===== src/rtl/first_fit_free_list_allocator_assert.svh =====
// Assertion macros used by the allocator sequencer (ffa_ctrl).
`ifndef FIRST_FIT_FREE_LIST_ALLOCATOR_ASSERT_SVH
`define FIRST_FIT_FREE_LIST_ALLOCATOR_ASSERT_SVH

// Same-cycle implication, checked on every rising clk outside reset.
`define FFA_ASSERT_SAME(lbl, ante, cons, msg) \
  lbl: assert property (@(posedge clk) disable iff (rst) (ante) |-> (cons)) \
    else $error(msg);

// Next-cycle implication, checked on every rising clk outside reset.
`define FFA_ASSERT_NEXT(lbl, ante, cons, msg) \
  lbl: assert property (@(posedge clk) disable iff (rst) (ante) |=> (cons)) \
    else $error(msg);

`endif


===== src/rtl/ffa_pkg.sv =====
// Package of the first-fit allocator: widths, codes, state type and memory control struct.
`default_nettype none

package ffa_pkg;

  // Block sizes hold request plus header: 4095 + 16 fits in 13 bits
  localparam int SIZE_W = 13;
  // Width of the reported offset and remaining count
  localparam int OUT_W  = 12;
  localparam int MARGIN_W = 8;
  localparam logic [MARGIN_W-1:0] MARGIN_RST = 8'd16;

  // Request kinds
  localparam logic MODE_ALLOC   = 1'b0;
  localparam logic MODE_RELEASE = 1'b1;

  typedef enum logic [2:0] {
    ST_IDLE,
    ST_WALK,
    ST_SPLIT,
    ST_CARVE,
    ST_REL_READ,
    ST_REL_DO,
    ST_RESP
  } ffa_state_t;

  // Header memory controls
  typedef struct packed {
    logic rd_en;
    logic size_we;
    logic link_we;
  } hdr_ctl_t;

endpackage

`default_nettype wire


===== src/rtl/ffa_ctrl.sv =====
// Allocator sequencer: list walk, split, carve and release over the header store.
`default_nettype none

`include "first_fit_free_list_allocator_assert.svh"

module ffa_ctrl import ffa_pkg::*; #(
  parameter int ARENA_BYTES  = 4096,
  parameter int HEADER_BYTES = 16,
  parameter int AW           = 12,
  parameter int LW           = 13
) (
  input  wire logic                clk,
  input  wire logic                rst,
  // request side
  input  wire logic                in_valid,
  output logic                     in_ready,
  input  wire logic                mode,
  input  wire logic [OUT_W-1:0]    request_bytes,
  input  wire logic [OUT_W-1:0]    release_offset,
  // split margin register
  input  wire logic                cfg_we,
  input  wire logic [MARGIN_W-1:0] cfg_data,
  // result side
  output logic                     res_valid,
  input  wire logic                res_ready,
  output logic                     res_ok,
  output logic      [OUT_W-1:0]    res_grant,
  output logic      [OUT_W-1:0]    res_remaining,
  // header memory
  output hdr_ctl_t                 ctl,
  output logic      [AW-1:0]       rd_addr,
  output logic      [AW-1:0]       wr_addr,
  output logic      [SIZE_W-1:0]   size_wdata,
  output logic      [LW-1:0]       link_wdata,
  input  wire logic [SIZE_W-1:0]   size_q,
  input  wire logic [LW-1:0]       link_q
);

  localparam int CW = (AW > SIZE_W) ? AW : SIZE_W;
  // bottom mark and split top may pass the arena end on corrupt headers
  localparam int BW = CW + 1;
  localparam int NW = (LW > OUT_W) ? LW : OUT_W;
  localparam logic [LW-1:0]     LINK_NONE  = '1;
  localparam logic [LW-1:0]     ARENA_L    = LW'(ARENA_BYTES);
  localparam logic [BW-1:0]     ARENA_B    = BW'(ARENA_BYTES);
  localparam logic [BW-1:0]     BOTTOM_RST = BW'(ARENA_BYTES - 1);
  localparam logic [OUT_W-1:0]  REM_RST    = OUT_W'(ARENA_BYTES - 1);
  localparam logic [SIZE_W-1:0] HDR_S      = SIZE_W'(HEADER_BYTES);
  localparam logic [OUT_W-1:0]  HDR_O      = OUT_W'(HEADER_BYTES);

  ffa_state_t state, state_next;

  logic [LW-1:0]       free_head;
  logic [BW-1:0]       bottom;
  logic [OUT_W-1:0]    rem;
  logic [MARGIN_W-1:0] margin;
  logic [SIZE_W-1:0]   need;
  logic [LW-1:0]       cur;
  logic [AW-1:0]       prev;
  logic                prev_head;
  logic [LW-1:0]       visits;
  logic [BW-1:0]       top;
  logic [AW-1:0]       node;

  // payload byte offset of a header
  function automatic logic [OUT_W-1:0] grant_of(input logic [BW-1:0] n);
    grant_of = OUT_W'(n + BW'(HEADER_BYTES));
  endfunction

  // Walk step decisions
  logic              fit, whole, lnk_live, walk_on, head_live, carve_ok, carve_wr;
  logic              node_at_bottom;
  logic [SIZE_W-1:0] rest;
  logic [BW-1:0]     top_calc, new_bottom;
  logic [LW-1:0]     visits_inc;
  logic [SIZE_W-1:0] req_need;
  logic [OUT_W-1:0]  rel_node;
  logic              rel_ok;

  assign fit        = size_q >= need;
  assign whole      = (SIZE_W+1)'(size_q) < ((SIZE_W+1)'(need) + (SIZE_W+1)'(margin));
  assign rest       = size_q - need;
  assign top_calc   = BW'(cur[AW-1:0]) + BW'(rest);
  assign lnk_live   = link_q < ARENA_L;
  assign visits_inc = visits + LW'(1);
  assign walk_on    = lnk_live && (visits_inc < ARENA_L);
  assign head_live  = free_head < ARENA_L;
  assign carve_ok   = bottom >= BW'(need);
  assign new_bottom = bottom - BW'(need);
  // header writes beyond the arena are dropped
  assign carve_wr   = carve_ok && (new_bottom < ARENA_B);
  assign node_at_bottom = (BW'(node) == bottom);

  // Request decode
  assign req_need = SIZE_W'(request_bytes) + HDR_S;
  assign rel_node = release_offset - HDR_O;
  assign rel_ok   = (release_offset >= HDR_O) && (NW'(rel_node) < NW'(ARENA_BYTES));

  assign res_remaining = rem;

  // Next state
  always_comb begin
    state_next = state;
    unique case (state)
      ST_IDLE: begin
        if (in_valid) begin
          if (mode == MODE_RELEASE) begin
            state_next = rel_ok ? ST_REL_READ : ST_RESP;
          end else if (request_bytes == '0) begin
            state_next = ST_RESP;
          end else begin
            state_next = head_live ? ST_WALK : ST_CARVE;
          end
        end
      end
      ST_WALK: begin
        if (fit) begin
          state_next = whole ? ST_RESP : ST_SPLIT;
        end else if (!walk_on) begin
          state_next = ST_CARVE;
        end
      end
      ST_SPLIT:    state_next = ST_RESP;
      ST_CARVE:    state_next = ST_RESP;
      ST_REL_READ: state_next = ST_REL_DO;
      ST_REL_DO:   state_next = ST_RESP;
      ST_RESP: begin
        if (res_ready) begin
          state_next = ST_IDLE;
        end
      end
      default:     state_next = ST_IDLE;
    endcase
  end

  // Outputs: handshake and memory accesses
  always_comb begin
    in_ready    = 1'b0;
    res_valid   = 1'b0;
    ctl         = '0;
    rd_addr     = '0;
    wr_addr     = '0;
    size_wdata  = '0;
    link_wdata  = '0;
    unique case (state)
      ST_IDLE: begin
        in_ready   = 1'b1;
        rd_addr    = free_head[AW-1:0];
        ctl.rd_en  = in_valid && (mode == MODE_ALLOC) && (request_bytes != '0) && head_live;
      end
      ST_WALK: begin
        if (fit) begin
          if (whole) begin
            // unlink whole block: patch predecessor link unless it is the head
            ctl.link_we = !prev_head;
            wr_addr     = prev;
            link_wdata  = link_q;
          end else begin
            ctl.size_we = 1'b1;
            wr_addr     = cur[AW-1:0];
            size_wdata  = rest;
          end
        end else if (walk_on) begin
          ctl.rd_en = 1'b1;
          rd_addr   = link_q[AW-1:0];
        end
      end
      ST_SPLIT: begin
        ctl.size_we = (top < ARENA_B);
        wr_addr     = top[AW-1:0];
        size_wdata  = need;
      end
      ST_CARVE: begin
        ctl.size_we = carve_wr;
        ctl.link_we = carve_wr;
        wr_addr     = new_bottom[AW-1:0];
        size_wdata  = need;
        link_wdata  = LINK_NONE;
      end
      ST_REL_READ: begin
        ctl.rd_en = 1'b1;
        rd_addr   = node;
      end
      ST_REL_DO: begin
        ctl.link_we = !node_at_bottom;
        wr_addr     = node;
        link_wdata  = free_head;
      end
      ST_RESP: begin
        res_valid = 1'b1;
      end
      default: begin
        res_valid = 1'b0;
      end
    endcase
  end

  // State and arena bookkeeping
  always_ff @(posedge clk) begin
    if (rst) begin
      state     <= ST_IDLE;
      free_head <= LINK_NONE;
      bottom    <= BOTTOM_RST;
      rem       <= REM_RST;
      margin    <= MARGIN_RST;
    end else begin
      state <= state_next;
      if (cfg_we) begin
        margin <= cfg_data;
      end
      case (state)
        ST_IDLE: begin
          if (in_valid) begin
            need      <= req_need;
            cur       <= free_head;
            prev_head <= 1'b1;
            visits    <= '0;
            node      <= AW'(rel_node);
            res_ok    <= (mode == MODE_RELEASE);
            res_grant <= '0;
          end
        end
        ST_WALK: begin
          if (fit) begin
            res_ok <= 1'b1;
            if (whole) begin
              rem       <= rem - OUT_W'(size_q);
              res_grant <= grant_of(BW'(cur[AW-1:0]));
              if (prev_head) begin
                free_head <= link_q;
              end
            end else begin
              rem       <= rem - OUT_W'(need);
              top       <= top_calc;
              res_grant <= grant_of(top_calc);
            end
          end else begin
            prev      <= cur[AW-1:0];
            prev_head <= 1'b0;
            cur       <= link_q;
            visits    <= visits_inc;
          end
        end
        ST_CARVE: begin
          if (carve_ok) begin
            bottom    <= new_bottom;
            rem       <= rem - OUT_W'(need);
            res_ok    <= 1'b1;
            res_grant <= grant_of(new_bottom);
          end
        end
        ST_REL_DO: begin
          if (node_at_bottom) begin
            bottom <= bottom + BW'(size_q);
          end else begin
            free_head <= LW'(node);
          end
          rem <= rem + OUT_W'(size_q);
        end
        default: begin
        end
      endcase
    end
  end

  // Checks
  `FFA_ASSERT_SAME(a_rd_wr_excl, ctl.rd_en, !(ctl.size_we || ctl.link_we), "read overlaps header write")
  `FFA_ASSERT_SAME(a_walk_bound, state == ST_WALK, visits < ARENA_L, "list walk past visit bound")
  `FFA_ASSERT_NEXT(a_zero_req, in_valid && in_ready && (mode == MODE_ALLOC) && (request_bytes == '0), (state == ST_RESP) && !res_ok, "zero request not failed at once")
  `FFA_ASSERT_SAME(a_split_from_walk, state == ST_SPLIT, $past(state) == ST_WALK, "split entered outside walk")

endmodule

`default_nettype wire

===== config.mk =====
export PLATFORM = sky130hd
export DESIGN_NAME = ffa_ctrl
export DESIGN_NICKNAME = d
export VERILOG_FILES = /design/src/rtl/ffa_pkg.sv /design/src/rtl/ffa_ctrl.sv
export VERILOG_INCLUDE_DIRS = /design/src /design/src/rtl
export SDC_FILE = /design/constraint.sdc
export NUM_CORES = 1
export LEC_CHECK = 0
export BUFFER_PORTS_ARGS = -buffer_cell sky130_fd_sc_hd__buf_2
export CORE_MARGIN = 3
export CORE_UTILIZATION = 45
export CTS_CLUSTER_DIAMETER = 50
export CTS_CLUSTER_SIZE = 12
export DETAILED_ROUTE_END_ITERATION = 16
export SYNTH_ARGS = -nofsm -noshare
export SYNTH_HDL_FRONTEND = slang
export SYNTH_SLANG_ARGS = --single-unit

===== constraint.sdc =====
create_clock -name clk -period 6.1 [get_ports clk]
set_clock_uncertainty 0.2 [all_clocks]
set_input_delay 0 -clock clk [delete_from_list [all_inputs] [get_ports clk]]
set_output_delay 0 -clock clk [all_outputs]
set_load 0.05 [all_outputs]

==> results of run 1 <==
[cells in the mapped netlist, types with 8 or more instances]
library cell  count  area [µm²]
a211oi_1         16         120
a21boi_0         10        75.1
a21o_1           22         165
a21oi_1         102         510
a221o_1          21         210
a22o_1           13         114
a31oi_1          11        68.8
a41oi_1          14         123
and3_1           10        62.6
clkbuf_1         52         195
dfxtp_1          50        1000
edfxtp_1         90        2700
fa_1              8         160
ha_1            110        1380
inv_1            69         259
mux2i_1          26         260
nand2_1         167         627
nand2b_1         12        75.1
nand3_1          26         130
nand4_1          12        75.1
nor2_1          106         398
nor2b_1          14        87.6
nor3_1           44         220
nor4_1           12        75.1
o211ai_1         20         150
o21a_1           26         195
o21ai_0          53         265
o21bai_1         12        90.1
o22ai_1          16         100
or2_2             8        50.1
xnor2_1          73         639
xor2_1           39         342
[state kept, by name, indices dropped and copies added (netlist names), 3 cells and up]
signal	count
prev	12
bottom	14
margin	8
free_head	13
res_grant	12
res_remaining	12
cur	12
top	14
node	12
visits	13
need	13
state	3
[repair_timing]
item	4_1_cts	5_1_grt
setup buffers	0	0
hold buffers	78	0
setup endpoints to repair	0	12
resized for setup	0	1
hold endpoints to repair	68	0
[layer usage]
metal | routed length (µm) | global-route usage, % | up-vias | share of wire (%)
met1 | 18400 | 41.7 | 5505 | 44
met3 | 3490 | 5.03 | 66 | 8.3
met2 | 19100 | 47.1 | 572 | 46
li1 | - | - | 5447 | -
met4 | 1020 | 8.25 | 0 | 2.4
met5 | 0 | 0 | - | 0
[path summary, 6_finish.rpt]
kind | endpoint | startpoint | slack [ns]
max | res_grant[11]$_DFFE_PP_ | need[0]$_DFFE_PP_ | 0.38
min | need[0]$_DFFE_PP_ | request_bytes[0] | 0.09
max reg2reg | res_grant[11]$_DFFE_PP_ | need[0]$_DFFE_PP_ | 0.38
min reg2reg | prev[0]$_DFFE_PP_ | cur[0]$_DFFE_PP_ | 0.36
[worst max-delay path: stages, from the launching register on]
cell,delay [ns]
edfxtp_1,0.40
ha_1,0.26
fa_1,0.43
a21o_1,0.20
a21oi_1,0.25
o21bai_1,0.10
a21oi_1,0.23
o21bai_1,0.09
a21oi_1,0.31
xnor2_1,0.16
ha_1,0.25
o21ai_0,0.17
nor2_1,0.10
a2111oi_4,0.42
o211ai_1,0.28
a31oi_1,0.24
nor3_1,0.11
or3b_1,0.42
or4_1,0.52
mux2_1,0.33
[power by group]
part	leakage (nW)	internal (mW)	total [mW]	switching, mW
Sequential	1.23	1.22	1.40	0.180
Combinational	4.53	1.22	3.61	2.40
Clock	0.298	0.557	1.09	0.528
[logic make-up after synthesis]
| logic type | share of synthesized area [%] |
|---|---|
| buffers and inverters | 4.20 |
| xor gates and xnor gates | 8.33 |
| AOI/OAI and AO/OA | 23.3 |
| adders and majority gates | 13.1 |
| and+or+nand+nor | 17.3 |
| muxes | 2.40 |
| DFF | 31.5 |
[metrics by stage]
step                      hold slack, ns  total power [mW]  instances  util, %  area [µm²]
after global placement         -0.000688              4.89       1807     50.7       12900
final                             0.0919              6.10       1917     56.2       14300
after detailed placement       -0.000905              4.91       1807     50.7       12900
after floorplan                   -0.101              3.96       1363        -       11800
after global routing              0.0969              6.44       1917     56.2       14300
after CTS                         0.0584              6.05       1917     56.2       14300
[final cells by class]
class	instances	area [µm²]
Fill cell	2338	11200
Multi-Input combinational cell	1092	7600
Sequential cell	140	3700
Timing Repair Buffer	250	1710
Clock buffer	17	425
Tap cell	330	413
Inverter	73	274
Clock inverter	15	189
==> impl_metrics.ini, run 1 <==
[critical_path]
required_ns = 6.09
crit_fanout = 5
reg2regPathDepth = 19
critPathCaptureType = flop
cp.arrival_ns = 5.71
critPathLaunchType = flop
crit_type = reg2reg

[yosys]
ys_warn_count = 0
synth_flop_cell = edfxtp_1
async_flop_share_pct = 0
ys_types = 80
synth-seq-cells = 140
synth-edff-count = 90
synth_nets = 1545
syn_inst = 1363
yosysSeqAreaShare_pct = 31.5
syn_area_um2 = 11800
avgSynthCellArea_um2 = 8.64

[cts]
cts_tree = yes
clockBufferDepth = 2
clk_pin_slew_ns = 0.07
cts_root_buf = clkbuf_16
clock_sinks = 140
numCtsBuffers = 17
htree_levels = 4
clk_latency_ns = 0.45

[placement]
pre_cts_slack_ns = 0.476
portBuffers = 143
gp_congestion = 0.959
hpwl_um = 31400

[drt]
vias = 11600
drt_iter0_markers = 1327
via_per_inst = 6.05
dr.pass1.iters = 7
wl_per_cell_um = 21.9
drtAntennaViolNets = 0
drc_errors = 0
drt_wl_total_um = 42100

[cells_and_area]
syn2layout_area_growth_pct = 21.6
antenna_cells = 0
final_layout_size_suffix_gt1_share_pct = 14.7
final_common_cell = nand2_1
final_cell_mix = 167 x nand2_1, 143 x buf_2, 110 x ha_1, 103 x nor2_1, 101 x a21oi_1
num-nets-final = 1756

[run_status]
status = finished, final reports clean

[sta]
hold_viol = 0
maxSlewViolCount = 0
fin_crit_sh_pct = 93.8
timing.final.crit_period_ns = 5.72
tightest_slew_ns = 1.16
slew_headroom_pct = 21.8
fmax_mhz = 175
rsz0062_at_grt = no
tns_ns = 0
fin_ws_ns = 0.381
setup_viol = 0

[hold_path]
min_delay_path_depth = 2
holdCritPathClass = in2reg

[global_routing]
grt_antenna_before_repair = 0
first_global_vias = 11100
grt_pass1_wl_um = 65100
grtUsageTotal_pct = 29.6
grt_max_degree = 38
grt-ovfl-total = 0

[power_and_ir_drop]
ir_worst_vdd_mv = 0.259
power.leakage_nw = 6.06
p_per_area_nw_per_um2 = 426

[floorplan]
die_y_um = 168
core-area_um2 = 25500
ios = 144
dieArea_um2 = 28100
num_rows = 58
start_util_pct = 46.2
die_w_um = 168

[job]
cap_violations = 0
(Power assumes the default switching activity.)
==> inputs of run 2 (changes only) <==
Settings changed: PLACE_DENSITY set to 0.7.
==> impl_metrics.ini, run 2 (same netlist as run 1, synthesis figures left out) <==
[critical_path]
required_ns = 5.90
crit_chain = ha_1, fa_1, a21o_1, a21oi_1, o21bai_1, a21oi_1, o21bai_1, a21oi_1, nor2_1, xnor2_1, ha_1, a21o_1, a2111oi_4, o211a_1, nor3_4, buf_4, nor2_1, buf_4, a221o_1, buf_2
max_stage_delay_ns = 0.43
cp_slowest_cell = a2111oi_4
cp.arrival_ns = 5.61
critPathLaunchType = flop
crit_fanout = 16
timing.rr.start = need[0]$_DFFE_PP_
critPathCaptureType = output pin
startpoint = need[0]$_DFFE_PP_
crit_type = reg2out
crit_path_frequent_cell = a21oi_1

[drt]
vias = 11700
top_layer = met4
drc_errors = 0
drt_wl_total_um = 41500
wl_met1_um = 17900
wl_met3_um = 3970
dr.pass1.iters = 7
wl_met2_um = 18600
wl_per_cell_um = 21.6
via_per_inst = 6.11
drtAntennaViolNets = 0
drt_iter0_markers = 1323

[floorplan]
ios = 144
die_w_um = 168
num_rows = 58
core-area_um2 = 25500
start_util_pct = 46.2
dieArea_um2 = 28100
die_y_um = 168

[cts]
cts_setup_buffers = 0
clk_pin_slew_ns = 0.07
clock_sinks = 140
cts_tree = yes
clockBufferDepth = 2
htree_levels = 4
numCtsBuffers = 17
clk_latency_ns = 0.44
cts_root_buf = clkbuf_16

[sta]
slew_headroom_pct = 21.5
fmax_mhz = 172
timing.final.crit_period_ns = 5.81
rsz0062_at_grt = no
fin_crit_sh_pct = 95.2
tns_ns = 0
maxSlewViolCount = 0
tightest_slew_ns = 1.17
hold_viol = 0
setup_viol = 0

[cells_and_area]
n_fill_cell = 2331
final_cell_mix = 167 x nand2_1, 143 x buf_2, 110 x ha_1, 103 x nor2_1, 101 x a21oi_1
syn2layout_area_growth_pct = 21.6
final_layout_size_suffix_gt1_share_pct = 14.8
final_common_cell = nand2_1
antenna_cells = 0
reg_top3 = bottom (14), top (14)
layout.cells.non_filler = 1916
num-nets-final = 1755
final_core_util_pct = 56.2
regArea_um2 = 3700
multi_input_area_um2 = 7600

[placement]
portBuffers = 143
gp_congestion = 0.963
dpl.cell_count = 1807
hpwl_um = 30900

[global_routing]
grt_antenna_before_repair = 0
grtUsageTotal_pct = 28.9
grt-ovfl-total = 0
first_global_vias = 11200
grt_max_degree = 38
grt_pass1_wl_um = 64100

[power_and_ir_drop]
finalPower_mw = 6.09
p_per_area_nw_per_um2 = 426
power.leakage_nw = 6.06
ir_worst_vdd_mv = 0.332

[hold_path]
holdCritPathClass = in2reg
min_from = rst

[run_status]
status = finished, final reports clean

[job]
cap_violations = 0
## run 2: stage by stage
step / hold WS, ns / instance area, µm² / worst slack [ns]
after global routing: 0.0554 / 14300 / 0.00111
after floorplan: -0.101 / 11800 / 0.846
final: 0.0158 / 14300 / 0.294
after global placement: -0.00156 / 12900 / 0.586
after CTS: 0.00206 / 14300 / 0.376
after detailed placement: -0.00202 / 12900 / 0.537
## run 2: repair_timing
item                       CTS  global route
hold endpoints to repair    64             0
resized for setup            0             1
setup endpoints to repair    0            11
hold buffers                77             0
## run 2: cell type report
class | count | share of cell area, %
repair buffers | 249 | 11.9
well taps | 330 | 2.89
inverters | 73 | 1.91
multi-input cells | 1092 | 53.1
clock buffers | 17 | 2.97
clock inverters | 15 | 1.36
flip-flops and latches | 140 | 25.9
## run 2: per-layer routing
metal  vias up  track usage (%)
met5         -                0
met4         0             7.08
met3        86             5.26
met2       656             46.2
met1      5518             40.9
li1       5447                -
## run 2: path summary, 6_finish.rpt
| kind | endpoint | slack (ns) | depth (start not counted) |
|---|---|---|---|
| max | ctl[0] | 0.29 | 20 |
| max reg2reg | res_grant[11]$_DFFE_PP_ | 0.41 | 19 |
| min reg2reg | bottom[0]$_SDFFE_PP1P_ | 0.36 | 2 |
| min | margin[2]$_SDFFE_PP0P_ | 0.02 | 2 |
## run 2: where the power goes
part | internal [mW] | switching [mW] | leakage, nW
sequential | 1.22 | 0.188 | 1.23
combinational | 1.22 | 2.38 | 4.53
clock | 0.560 | 0.529 | 0.299
total | 2.99 | 3.10 | 6.06
## run 2: worst max-delay path, delay by kind of cell (launching register included)
family	cells	cell delay, ns
adders and majority gates	3	0.86
AOI/OAI and AO/OA	10	2.39
and+or+nand+nor	3	0.58
xor gates and xnor gates	1	0.14
DFF	1	0.39
buffers and inverters	3	0.79
==> inputs of run 3 (changes only) <==
Settings changed: SETUP_SLACK_MARGIN set to 0.3.
==> impl_metrics.ini, run 3 (same netlist as run 1, synthesis figures left out) <==
[sta]
fin_crit_sh_pct = 90.2
slew_headroom_pct = 20.7
tns_ns = 0
fin_ws_ns = 0.599
hold_viol = 0
maxSlewViolCount = 0
setup_viol = 0
tightest_slew_ns = 1.18
rsz0062_at_grt = no
fmax_mhz = 182
timing.final.crit_period_ns = 5.50

[cells_and_area]
regArea_um2 = 3700
syn2layout_area_growth_pct = 21.7
final_core_util_pct = 56.3
multi_input_area_um2 = 7620
reg_top3 = bottom (14), top (14)
n_fill_cell = 2333
final_cell_mix = 167 x nand2_1, 143 x buf_2, 110 x ha_1, 102 x nor2_1, 98 x a21oi_1
num-nets-final = 1755
final_layout_size_suffix_gt1_share_pct = 15.1
antenna_cells = 0
final_common_cell = nand2_1
fin_area_um2 = 14300

[floorplan]
core-area_um2 = 25500
die_w_um = 168
start_util_pct = 46.2
num_rows = 58
die_y_um = 168
ios = 144
dieArea_um2 = 28100

[critical_path]
critPathCaptureType = flop
crit_type = reg2reg
cp.arrival_ns = 5.48
worst-r2r-setup-slack_ns = 0.60
crit_path_frequent_cell = ha_1
reg2regPathDepth = 18
crit_chain = inv_1, ha_1, o21ai_0, a21boi_1, o21a_1, nor2_1, o21bai_1, a21oi_1, xnor2_1, ha_1, a21o_1, o311ai_4, o211ai_1, nor4_1, nor3_1, or3b_1, or4_1, mux2_1
timing.rr.start = need[2]$_DFFE_PP_
max_stage_delay_ns = 0.50
required_ns = 6.08
crit_fanout = 4
cp_slowest_cell = edfxtp_1
r2r-end = res_grant[11]$_DFFE_PP_
critPathLaunchType = flop

[placement]
place_area_um2 = 12900
hpwl_um = 30900
portBuffers = 143
pre_cts_slack_ns = 0.537
gp_congestion = 0.963

[global_routing]
met3_usage_pct = 5.26
first_global_vias = 11200
grt_max_degree = 38
grtUsageTotal_pct = 28.9
grt_antenna_before_repair = 0
grt_busiest_layer = met2
grt_util_met1_pct = 40.9
use_met2_pct = 46.2
grt_pass1_wl_um = 64100
grt-ovfl-total = 0

[drt]
drt_iter0_markers = 1434
drt_wl_total_um = 41600
drc_errors = 0
vias = 11700
via_per_inst = 6.12
dr.pass1.iters = 9
drtAntennaViolNets = 0
wl_per_cell_um = 21.7

[power_and_ir_drop]
power.leakage_nw = 6.06
ir_worst_vdd_mv = 0.332
p_per_area_nw_per_um2 = 426

[cts]
clk_latency_ns = 0.44
clock_sinks = 140
clk_pin_slew_ns = 0.07
clockBufferDepth = 2
numCtsBuffers = 17
cts_setup_buffers = 0
htree_levels = 4
cts_tree = yes
cts_root_buf = clkbuf_16

[hold_path]
holdPathEnd = margin[2]$_SDFFE_PP0P_
holdCritPathClass = in2reg
min_from = rst
min_delay_path_depth = 2

[run_status]
status = finished, final reports clean

[job]
cap_violations = 0
[run 3: cell types whose count changed in the layout (fill, tap and decap cells not counted)]
cell	delta
nor2_1	-1
nor2_2	+1
nand3_1	-1
nand3_2	+1
a21oi_2	+3
a21oi_1	-3
[run 3: power by group]
part / internal [mW] / total, mW / switching [mW]
sequential: 1.22 / 1.41 / 0.187
combinational: 1.22 / 3.61 / 2.39
clock: 0.560 / 1.09 / 0.529
[run 3: metal layers]
layer / vias to the layer above / routed length, µm
met3: 74 / 3850
met1: 5593 / 18000
met5: - / 0
li1: 5451 / -
met4: 0 / 894
met2: 611 / 18800
[run 3: critical path: cells and delay by family (launching register included)]
kind                       cells  cell delay, ns
muxes                          1            0.32
xor gates and xnor gates       1            0.31
DFF                            1            0.50
AOI/OAI and AO/OA              8            1.57
buffers and inverters          1            0.21
and+or+nand+nor                5            1.42
adders and majority gates      2            0.73
[run 3: per-stage QoR]
| step | total power, mW | hold WS [ns] | instances |
|---|---|---|---|
| final | 6.10 | 0.00436 | 1916 |
| after detailed placement | 4.89 | -0.00202 | 1807 |
| after floorplan | 3.96 | -0.101 | 1363 |
| after global routing | 6.44 | 0.0554 | 1916 |
| after global placement | 4.86 | -0.00156 | 1807 |
| after CTS | 6.02 | 0.00206 | 1916 |
[run 3: timing repair]
item | in CTS | in global routing
setup endpoints to repair | 0 | 39
endpoints found under the hold margin | 64 | 0
resized for setup | 0 | 6
hold buffers | 77 | 0
[run 3: worst max path at each step]
stage                      startpoint                       to  cells after the start
floorplan           need[0]$_DFFE_PP_               wr_addr[8]                     18
global placement    need[0]$_DFFE_PP_  res_grant[11]$_DFFE_PP_                     19
detailed placement  need[0]$_DFFE_PP_  res_grant[11]$_DFFE_PP_                     19
CTS                 need[0]$_DFFE_PP_            size_wdata[3]                     19
global route        need[2]$_DFFE_PP_  res_grant[11]$_DFFE_PP_                     18
finish              need[2]$_DFFE_PP_  res_grant[11]$_DFFE_PP_                     18
[run 3: cell type report]
class,count,share of cell area [%]
Inverter,73,1.91
Sequential cell,140,25.8
Multi-Input combinational cell,1092,53.1
Tap cell,330,2.88
Clock buffer,17,2.97
Timing Repair Buffer,249,11.9
Clock inverter,15,1.35
